File: src/hdl/aarm_pkg.sv
`timescale 1ns / 1ps

package aarm_pkg;

    localparam int FRAC_BITS    = 14;
    localparam int OUT_FRAC     = 14;
    localparam int CORDIC_STEPS = 16;
    localparam int ATAN_LEN     = 30;
    localparam int CS           = (CORDIC_STEPS < ATAN_LEN) ? CORDIC_STEPS : ATAN_LEN;
    localparam int UW           = FRAC_BITS + 2;
    localparam int MW           = UW + 2;
    localparam int SQRT_BITS    = 31;
    localparam int LAT_NORM     = 2 + SQRT_BITS + UW + 1;
    localparam int LAT_CORDIC   = CS + 2;
    localparam int LAT          = LAT_NORM + 4;
    localparam int OUT_UP       = (OUT_FRAC > FRAC_BITS) ? OUT_FRAC - FRAC_BITS : 0;
    localparam int OUT_DN       = (FRAC_BITS > OUT_FRAC) ? FRAC_BITS - OUT_FRAC : 0;
    localparam logic signed [63:0] ONE_F   = 64'sd1 <<< FRAC_BITS;
    localparam logic signed [63:0] OUT_ONE = 64'sd1 <<< OUT_FRAC;
    localparam logic [31:0] CORDIC_GAIN = 32'd652032874;

    typedef logic signed [UW-1:0] unit_t;

    typedef struct packed {
        logic signed [15:0] axis_x;
        logic signed [15:0] axis_y;
        logic signed [15:0] axis_z;
        logic [15:0]        angle;
    } aarm_in_t;

    typedef struct packed {
        logic signed [15:0] r0c0;
        logic signed [15:0] r0c1;
        logic signed [15:0] r0c2;
        logic signed [15:0] r1c0;
        logic signed [15:0] r1c1;
        logic signed [15:0] r1c2;
        logic signed [15:0] r2c0;
        logic signed [15:0] r2c1;
        logic signed [15:0] r2c2;
        logic               zero_axis;
    } aarm_out_t;

    function automatic logic [31:0] atan_at(input int i);
        logic [31:0] r;
        case (i)
            0:  r = 32'd536870912;
            1:  r = 32'd316933406;
            2:  r = 32'd167458907;
            3:  r = 32'd85004756;
            4:  r = 32'd42667331;
            5:  r = 32'd21354465;
            6:  r = 32'd10679838;
            7:  r = 32'd5340245;
            8:  r = 32'd2670163;
            9:  r = 32'd1335087;
            10: r = 32'd667544;
            11: r = 32'd333772;
            12: r = 32'd166886;
            13: r = 32'd83443;
            14: r = 32'd41722;
            15: r = 32'd20861;
            16: r = 32'd10430;
            17: r = 32'd5215;
            18: r = 32'd2608;
            19: r = 32'd1304;
            20: r = 32'd652;
            21: r = 32'd326;
            22: r = 32'd163;
            23: r = 32'd81;
            24: r = 32'd41;
            25: r = 32'd20;
            26: r = 32'd10;
            27: r = 32'd5;
            28: r = 32'd3;
            29: r = 32'd1;
            default: r = 32'd0;
        endcase
        return r;
    endfunction

    function automatic logic signed [63:0] rnd_f(input logic signed [63:0] p);
        return (p + (64'sd1 <<< (FRAC_BITS - 1))) >>> FRAC_BITS;
    endfunction

    function automatic logic signed [15:0] to_out(input logic signed [63:0] v);
        logic signed [63:0] r;
        if (FRAC_BITS >= OUT_FRAC)
            r = (v + ((64'sd1 <<< OUT_DN) >>> 1)) >>> OUT_DN;
        else
            r = v <<< OUT_UP;
        if (r > OUT_ONE)
            r = OUT_ONE;
        else if (r < -OUT_ONE)
            r = -OUT_ONE;
        return 16'(r);
    endfunction

endpackage

File: src/hdl/aarm_cordic.sv
`timescale 1ns / 1ps

module aarm_cordic import aarm_pkg::*; (
    input  logic        clk,
    input  logic        en,
    input  logic [15:0] angle,
    output unit_t       cos_v,
    output unit_t       sin_v
);

    localparam int XW = 34;
    localparam int ZW = 33;
    localparam int RS = 30 - FRAC_BITS;
    localparam logic signed [XW-1:0] HALF = XW'((64'sd1 <<< RS) >>> 1);

    logic signed [ZW-1:0] z_in;
    logic signed [ZW-1:0] z_reg [0:CS];
    logic signed [XW-1:0] x_reg [0:CS];
    logic signed [XW-1:0] y_reg [0:CS];
    logic                 neg_reg [0:CS];
    logic signed [XW-1:0] xn;
    logic signed [XW-1:0] yn;
    logic signed [XW-1:0] xr;
    logic signed [XW-1:0] yr;
    unit_t c_reg;
    unit_t s_reg;

    assign z_in = ZW'($signed({angle, 16'd0}));

    always_ff @(posedge clk)
    begin
        if (en)
        begin
            x_reg[0] <= XW'(CORDIC_GAIN);
            y_reg[0] <= '0;
            if (z_in > (ZW'(1) <<< 30))
            begin
                z_reg[0]   <= z_in - (ZW'(1) <<< 31);
                neg_reg[0] <= 1'b1;
            end
            else if (z_in < -(ZW'(1) <<< 30))
            begin
                z_reg[0]   <= z_in + (ZW'(1) <<< 31);
                neg_reg[0] <= 1'b1;
            end
            else
            begin
                z_reg[0]   <= z_in;
                neg_reg[0] <= 1'b0;
            end
        end
    end

    for (genvar i = 0; i < CS; i++)
    begin : g_step
        logic signed [XW-1:0] dx;
        logic signed [XW-1:0] dy;
        logic signed [ZW-1:0] at;

        assign dx = y_reg[i] >>> i;
        assign dy = x_reg[i] >>> i;
        assign at = ZW'(atan_at(i));

        always_ff @(posedge clk)
        begin
            if (en)
            begin
                if (!z_reg[i][ZW-1])
                begin
                    x_reg[i+1] <= x_reg[i] - dx;
                    y_reg[i+1] <= y_reg[i] + dy;
                    z_reg[i+1] <= z_reg[i] - at;
                end
                else
                begin
                    x_reg[i+1] <= x_reg[i] + dx;
                    y_reg[i+1] <= y_reg[i] - dy;
                    z_reg[i+1] <= z_reg[i] + at;
                end
                neg_reg[i+1] <= neg_reg[i];
            end
        end
    end

    assign xn = neg_reg[CS] ? -x_reg[CS] : x_reg[CS];
    assign yn = neg_reg[CS] ? -y_reg[CS] : y_reg[CS];
    assign xr = (xn + HALF) >>> RS;
    assign yr = (yn + HALF) >>> RS;

    always_ff @(posedge clk)
    begin
        if (en)
        begin
            if (xr > XW'(ONE_F))
                c_reg <= UW'(ONE_F);
            else if (xr < -XW'(ONE_F))
                c_reg <= -UW'(ONE_F);
            else
                c_reg <= UW'(xr);
            if (yr > XW'(ONE_F))
                s_reg <= UW'(ONE_F);
            else if (yr < -XW'(ONE_F))
                s_reg <= -UW'(ONE_F);
            else
                s_reg <= UW'(yr);
        end
    end

    assign cos_v = c_reg;
    assign sin_v = s_reg;

endmodule

File: config.mk
export PLATFORM = sky130hd
export DESIGN_NAME = aarm_cordic
export DESIGN_NICKNAME = d
export VERILOG_FILES = /design/src/hdl/aarm_pkg.sv /design/src/hdl/aarm_cordic.sv
export SDC_FILE = /design/constraint.sdc
export NUM_CORES = 2
export LEC_CHECK = 0
export BUFFER_PORTS_ARGS = -buffer_cell sky130_fd_sc_hd__buf_2
export CORE_MARGIN = 3
export CORE_UTILIZATION = 46
export DETAILED_ROUTE_END_ITERATION = 12
export PLACE_DENSITY_LB_ADDON = 0.05
export SYNTH_ARGS = -nofsm -noshare
export SYNTH_HDL_FRONTEND = slang
export SYNTH_SLANG_ARGS = --single-unit
export TNS_END_PERCENT = 100
File: constraint.sdc
create_clock -name clk -period 5.5 [get_ports clk]
set_input_delay 0.275 -clock clk [delete_from_list [all_inputs] [get_ports clk]]
set_output_delay 0.275 -clock clk [all_outputs]
set_load 0.01 [all_outputs]
; ---- After elaboration in Yosys (flattened, before gate mapping)
; Memory sizes are Yosys's and may differ from the RTL's.
; Cells that the tools add are included.
[totals]
reg_bits = 32
ram_bits = 1734
out_inout_bits = 32
elab_cells = 334
n_memories = 4
[classes]
n_addsub = 101
order_cmp = 6
mux = 165
n_bitwise = 52
reduce_logical = 2
[memory_table]
columns = memory, words, width, read_ports, rd_clocked_by_memory_dff, write_ports, line_no
row1 = x_reg, 17, 34, 17, 0, 17, aarm_cordic.sv:18  ; logic signed [XW-1:0] x_reg [0:CS];
row2 = y_reg, 17, 34, 17, 0, 17, aarm_cordic.sv:19  ; logic signed [XW-1:0] y_reg [0:CS];
row3 = z_reg, 17, 33, 16, 0, 17, aarm_cordic.sv:17  ; logic signed [ZW-1:0] z_reg [0:CS];
row4 = neg_reg, 17, 1, 17, 0, 17, aarm_cordic.sv:20  ; logic neg_reg [0:CS];
[ops]
columns = cell, count
row1 = two-way mux 34 bit, 34
row2 = two-way mux 33 bit, 18
row3 = two-way mux 1 bit, 111
row4 = adder 34 x 17 -> 34 bit (second input constant), 2
row5 = adder 34 x 19 -> 34 bit, 2
row6 = adder 34 x 20 -> 34 bit, 2
row7 = adder 34 x 21 -> 34 bit, 2
row8 = adder 34 x 22 -> 34 bit, 2
row9 = adder 34 x 23 -> 34 bit, 2
row10 = adder 34 x 24 -> 34 bit, 2
row11 = adder 34 x 25 -> 34 bit, 2
row12 = adder 34 x 26 -> 34 bit, 2
row13 = adder 34 x 27 -> 34 bit, 2
row14 = adder 34 x 28 -> 34 bit, 2
row15 = adder 34 x 29 -> 34 bit, 2
row16 = adder 34 x 30 -> 34 bit, 2
row17 = adder 34 x 31 -> 34 bit, 2
row18 = adder 34 x 32 -> 34 bit, 2
row19 = adder 34 x 33 -> 34 bit, 2
row20 = negation 34 bit, 2
row21 = subtractor 34 x 19 -> 34 bit, 2
row22 = subtractor 34 x 20 -> 34 bit, 2
row23 = subtractor 34 x 21 -> 34 bit, 2
row24 = subtractor 34 x 22 -> 34 bit, 2
row25 = other kinds (54), 121

; ---- Depth between registers and ports, before layout
[depth]
ltp_word = 7
ltp_mapped = 23
depth_no_buf = 23

; ---- Worst setup path after synthesis
; Ideal clock, no wire load.
[synth_path]
path_kind = reg-to-reg
from = memory x_reg[7][12]
to = memory y_reg[8][27] (data pin)
arrival_time_ns = 4.920
required_time_ns = 5.234
slack_ns = 0.314
path_stages_with_launch = 19
n_path_buf = 1
synth_period_minus_slack_ns = 5.186
path_cell_list = edfxtp_1 -> or3_1 -> or3b_2 -> or2_2 -> clkbuf_1 -> o31ai_1 -> xor2_1 -> ha_1 -> a21o_1 -> a21o_1 -> a221o_1 -> a21o_1 -> and2_1 -> o31a_1 -> o41ai_1 -> o21bai_1 -> a2111oi_0 -> nor3_1 -> xor2_1
[synth_rtl]
columns = element, line_no
row1 = "start, declared", aarm_cordic.sv:18
row2 = "end, declared", aarm_cordic.sv:19

==> results by group <==
Logic synthesis
  • Post-synthesis compound-gate area fraction: 19.1%
  • Yosys top cell area share: 36.1%
  • Top cells by area, synth: edfxtp_1, ha_1, xnor2_1
  • Sequential area share after synthesis: between 30% and 40%
  • Synth Instances: around 13,000
  • Most common cell in the netlist: edfxtp_1
  • Syn Std Cell Area: roughly 120,000 µm²
  • Synth warnings: 0
  • EDFF count, synth: between 1,000 and 1,500
  • Post-synth ARST share: 0%
  • Post-Synth Simple-Gate Area: between 10% and 20%
  • Mux contribution to synthesized area: less than 1%
  • Largest family of logic cells by synthesized area: compound AO/OA/AOI/OAI gates
  • Post-Synth Adder-Cell Area: 14.6%
  • Syn Area/Cell: 9.67 µm²
  • Yosys reg bits: between 1,000 and 1,500
  • Synth Flop Type: edfxtp_1
  • Distinct cell type count after synthesis: roughly 110
  • Yosys top cell by area: edfxtp_1
  • Syn nets: approximately 14,000
  • Most common library cells after synthesis: edfxtp_1, ha_1, xnor2_1, a21oi_1, nor2_1
  • Xor/xnor cell area share of the yosys netlist: 13.3%

Critical path
  • CP max stage cell: or4_1
  • CP Capture Type: register
  • Crit path depth: 19
  • CP max FO: 4
  • Startpoint types: register
  • Critical Path RT: 6100 ps
  • CP delay by family, top: compound AO/OA/AOI/OAI gates
  • Crit-path max cell delay: between 500 and 600 ps
  • Worst EP arrival: around 5800 ps
  • WP buf/inv: 1
  • Crit path cell chain: inv_1 -> ha_1 -> nand2b_1 -> nand2b_1 -> or2_2 -> o41ai_1 -> xnor2_1 -> ha_1 -> and3_1 -> a221o_1 -> a21oi_1 -> o21a_1 -> o31ai_1 -> a21oi_2 -> a311oi_1 -> or4_1 -> a31o_2 -> a21oi_1 -> xnor2_1
  • Type of the worst setup path: reg -> reg
  • R2R depth: 19

Clocking
  • Clk_lat worst skew: between 800 and 900 ps
  • Clock sink count: ~1,500
  • CTS Buffer Depth: 4
  • Setup Buffers After CTS: 0
  • Root Driver: clkbuf_16
  • TritonCTS clock tree: yes
  • Reg clk slew, reported paths: about 60 ps
  • CTS HTree Levels: 4
  • CTS Buf Count: 183

Die
  • Core area: between 200,000 and 300,000 µm²
  • Std cell rows: around 190
  • Chip width: roughly 520 µm
  • Initial Util: between 40% and 50%
  • Die Y: 523 µm
  • I/O Pins: 50
  • Die ar.: ~270,000 µm²

Timing
  • Final hold vios: 0
  • Actual slew at the worst max-slew pin: approximately 1100 ps
  • Clock skew: roughly 54 ps
  • Slew Limit Fails: 0
  • Worst relative slew slack: between 20 and 30%
  • F_max: approximately 190 MHz
  • Setup-failing EPs final: 0
  • Final critical-path required period: roughly 5200 ps
  • RSZ-0062 raised after global routing: no
  • Final worst-path cycle share: between 90% and 100%

Place
  • Post-DP HPWL: between 200 and 300 mm
  • Port Buffer Count: roughly 50
  • Dpl cell area: between 100,000 and 150,000 µm²
  • Routability Congestion: 0.928

Final layout
  • Layout area overhead: 10.2%
  • Max reg flops: roughly 500
  • NumNets Final: around 14,000
  • Fraction of layout cells with a size suffix above 1: under 10%
  • Post-route cell area: ~140,000 µm²

Route
  • Vias per cell: approximately 5.7
  • WL/cell: around 20 µm
  • Top sig layer: met5
  • WL met1: about 150 mm
  • Via count: 95,900
  • Drt pass-1 iters: 6
  • Drt drc: 0
  • ANT nets after route: 0
  • Met2 Routed Length: about 160 mm
  • DRT iter0 DRCs: between 6,000 and 7,000
  • Detailed Route WL: approximately 340 mm
  • DR WL met3: 14.9 mm

GRT
  • Total GRT Usage: between 20% and 30%
  • Wire length of the first global-routing pass: around 530 mm
  • Gr ovfl total: 0
  • Vias in the first global route: a little over 90,000
  • Initial antenna violation count: 10
  • Largest net degree at the start of global routing: between 70 and 80

Run status
  • Status: complete, no violations

Flow run
  • Max cap viols: 0

Min path
  • Class of the tightest hold or removal check: in -> reg
  • Worst Hold Depth: 2
-- logic make-up (layout without fill, tap and decap cells) --
kind of cell / after synthesis / count (layout)
AO/OA/AOI/OAI: 3691 / 3691
XOR/XNOR: 1873 / 1873
adder cells (fa/ha/maj): 1409 / 1409
buffers and inverters: 719 / 1161
flip-flops: 1481 / 1481
multiplexers: 111 / 111
other: 0 / 3
AND/OR/NAND/NOR: 3440 / 3440
-- cell usage in the layout (no fill, tap or decap), types with 231 or more instances in the layout --
| cell | n |
|---|---|
| edfxtp_1 | 1481 |
| ha_1 | 1364 |
| xnor2_1 | 1258 |
| a21oi_1 | 1234 |
| nor2_1 | 1047 |
| nand2_1 | 730 |
| o21ai_0 | 641 |
| xor2_1 | 615 |
| a21o_1 | 550 |
| inv_1 | 500 |
| nor3_1 | 322 |
| nand3_1 | 251 |
| buf_4 | 231 |
-- metrics by stage --
step	utilization [%]	setup WS, ps	TNS, ps	instances	hold slack, ps
6_report	51.1	281	0	16700	151
5_1_grt	51.1	0.896	0	16700	107
4_1_cts	51.0	51.7	0	16700	57.4
3_5_place_dp	48.5	-58.9	-67.9	16300	406
3_3_place_gp	48.5	68.8	0	16300	403
2_1_floorplan	-	314	0	12700	374
-- final cells by class --
class | count | area (µm²)
Fill cell | 24200 | 130000
Timing Repair Buffer | 308 | 2380
Antenna cell | 3 | 7.51
Multi-Input combinational cell | 10500 | 76100
Inverter | 515 | 1940
Clock inverter | 124 | 1470
Clock buffer | 214 | 4820
Tap cell | 3533 | 4420
Sequential cell | 1481 | 44500
-- final timing paths --
path | start | endpoint | slack, ps
worst max-delay path | y_reg[7][7] | x_reg[8][32] | 280
worst min-delay path | angle[0] | z_reg[0][16] | 150
worst max register to register | y_reg[7][7] | x_reg[8][32] | 280
worst min register to register | neg_reg[0][5] | neg_reg[0][6] | 420
-- what timing repair did --
item	in CTS	in global routing
resized for setup	0	43
endpoints found under the setup margin	0	42
endpoints found under the hold margin	76	0
hold buffers	17	0
-- per-layer routing --
layer | GRT usage, % | vias up
met5 | 0 | -
met1 | 32.4 | 45600
met2 | 41.5 | 2051
met4 | 6.44 | 6
li1 | - | 47900
met3 | 2.78 | 426
Power is left out: the tool's default activity adds up to more than one toggle a clock period on the data nets, which glitch-free logic cannot reach.
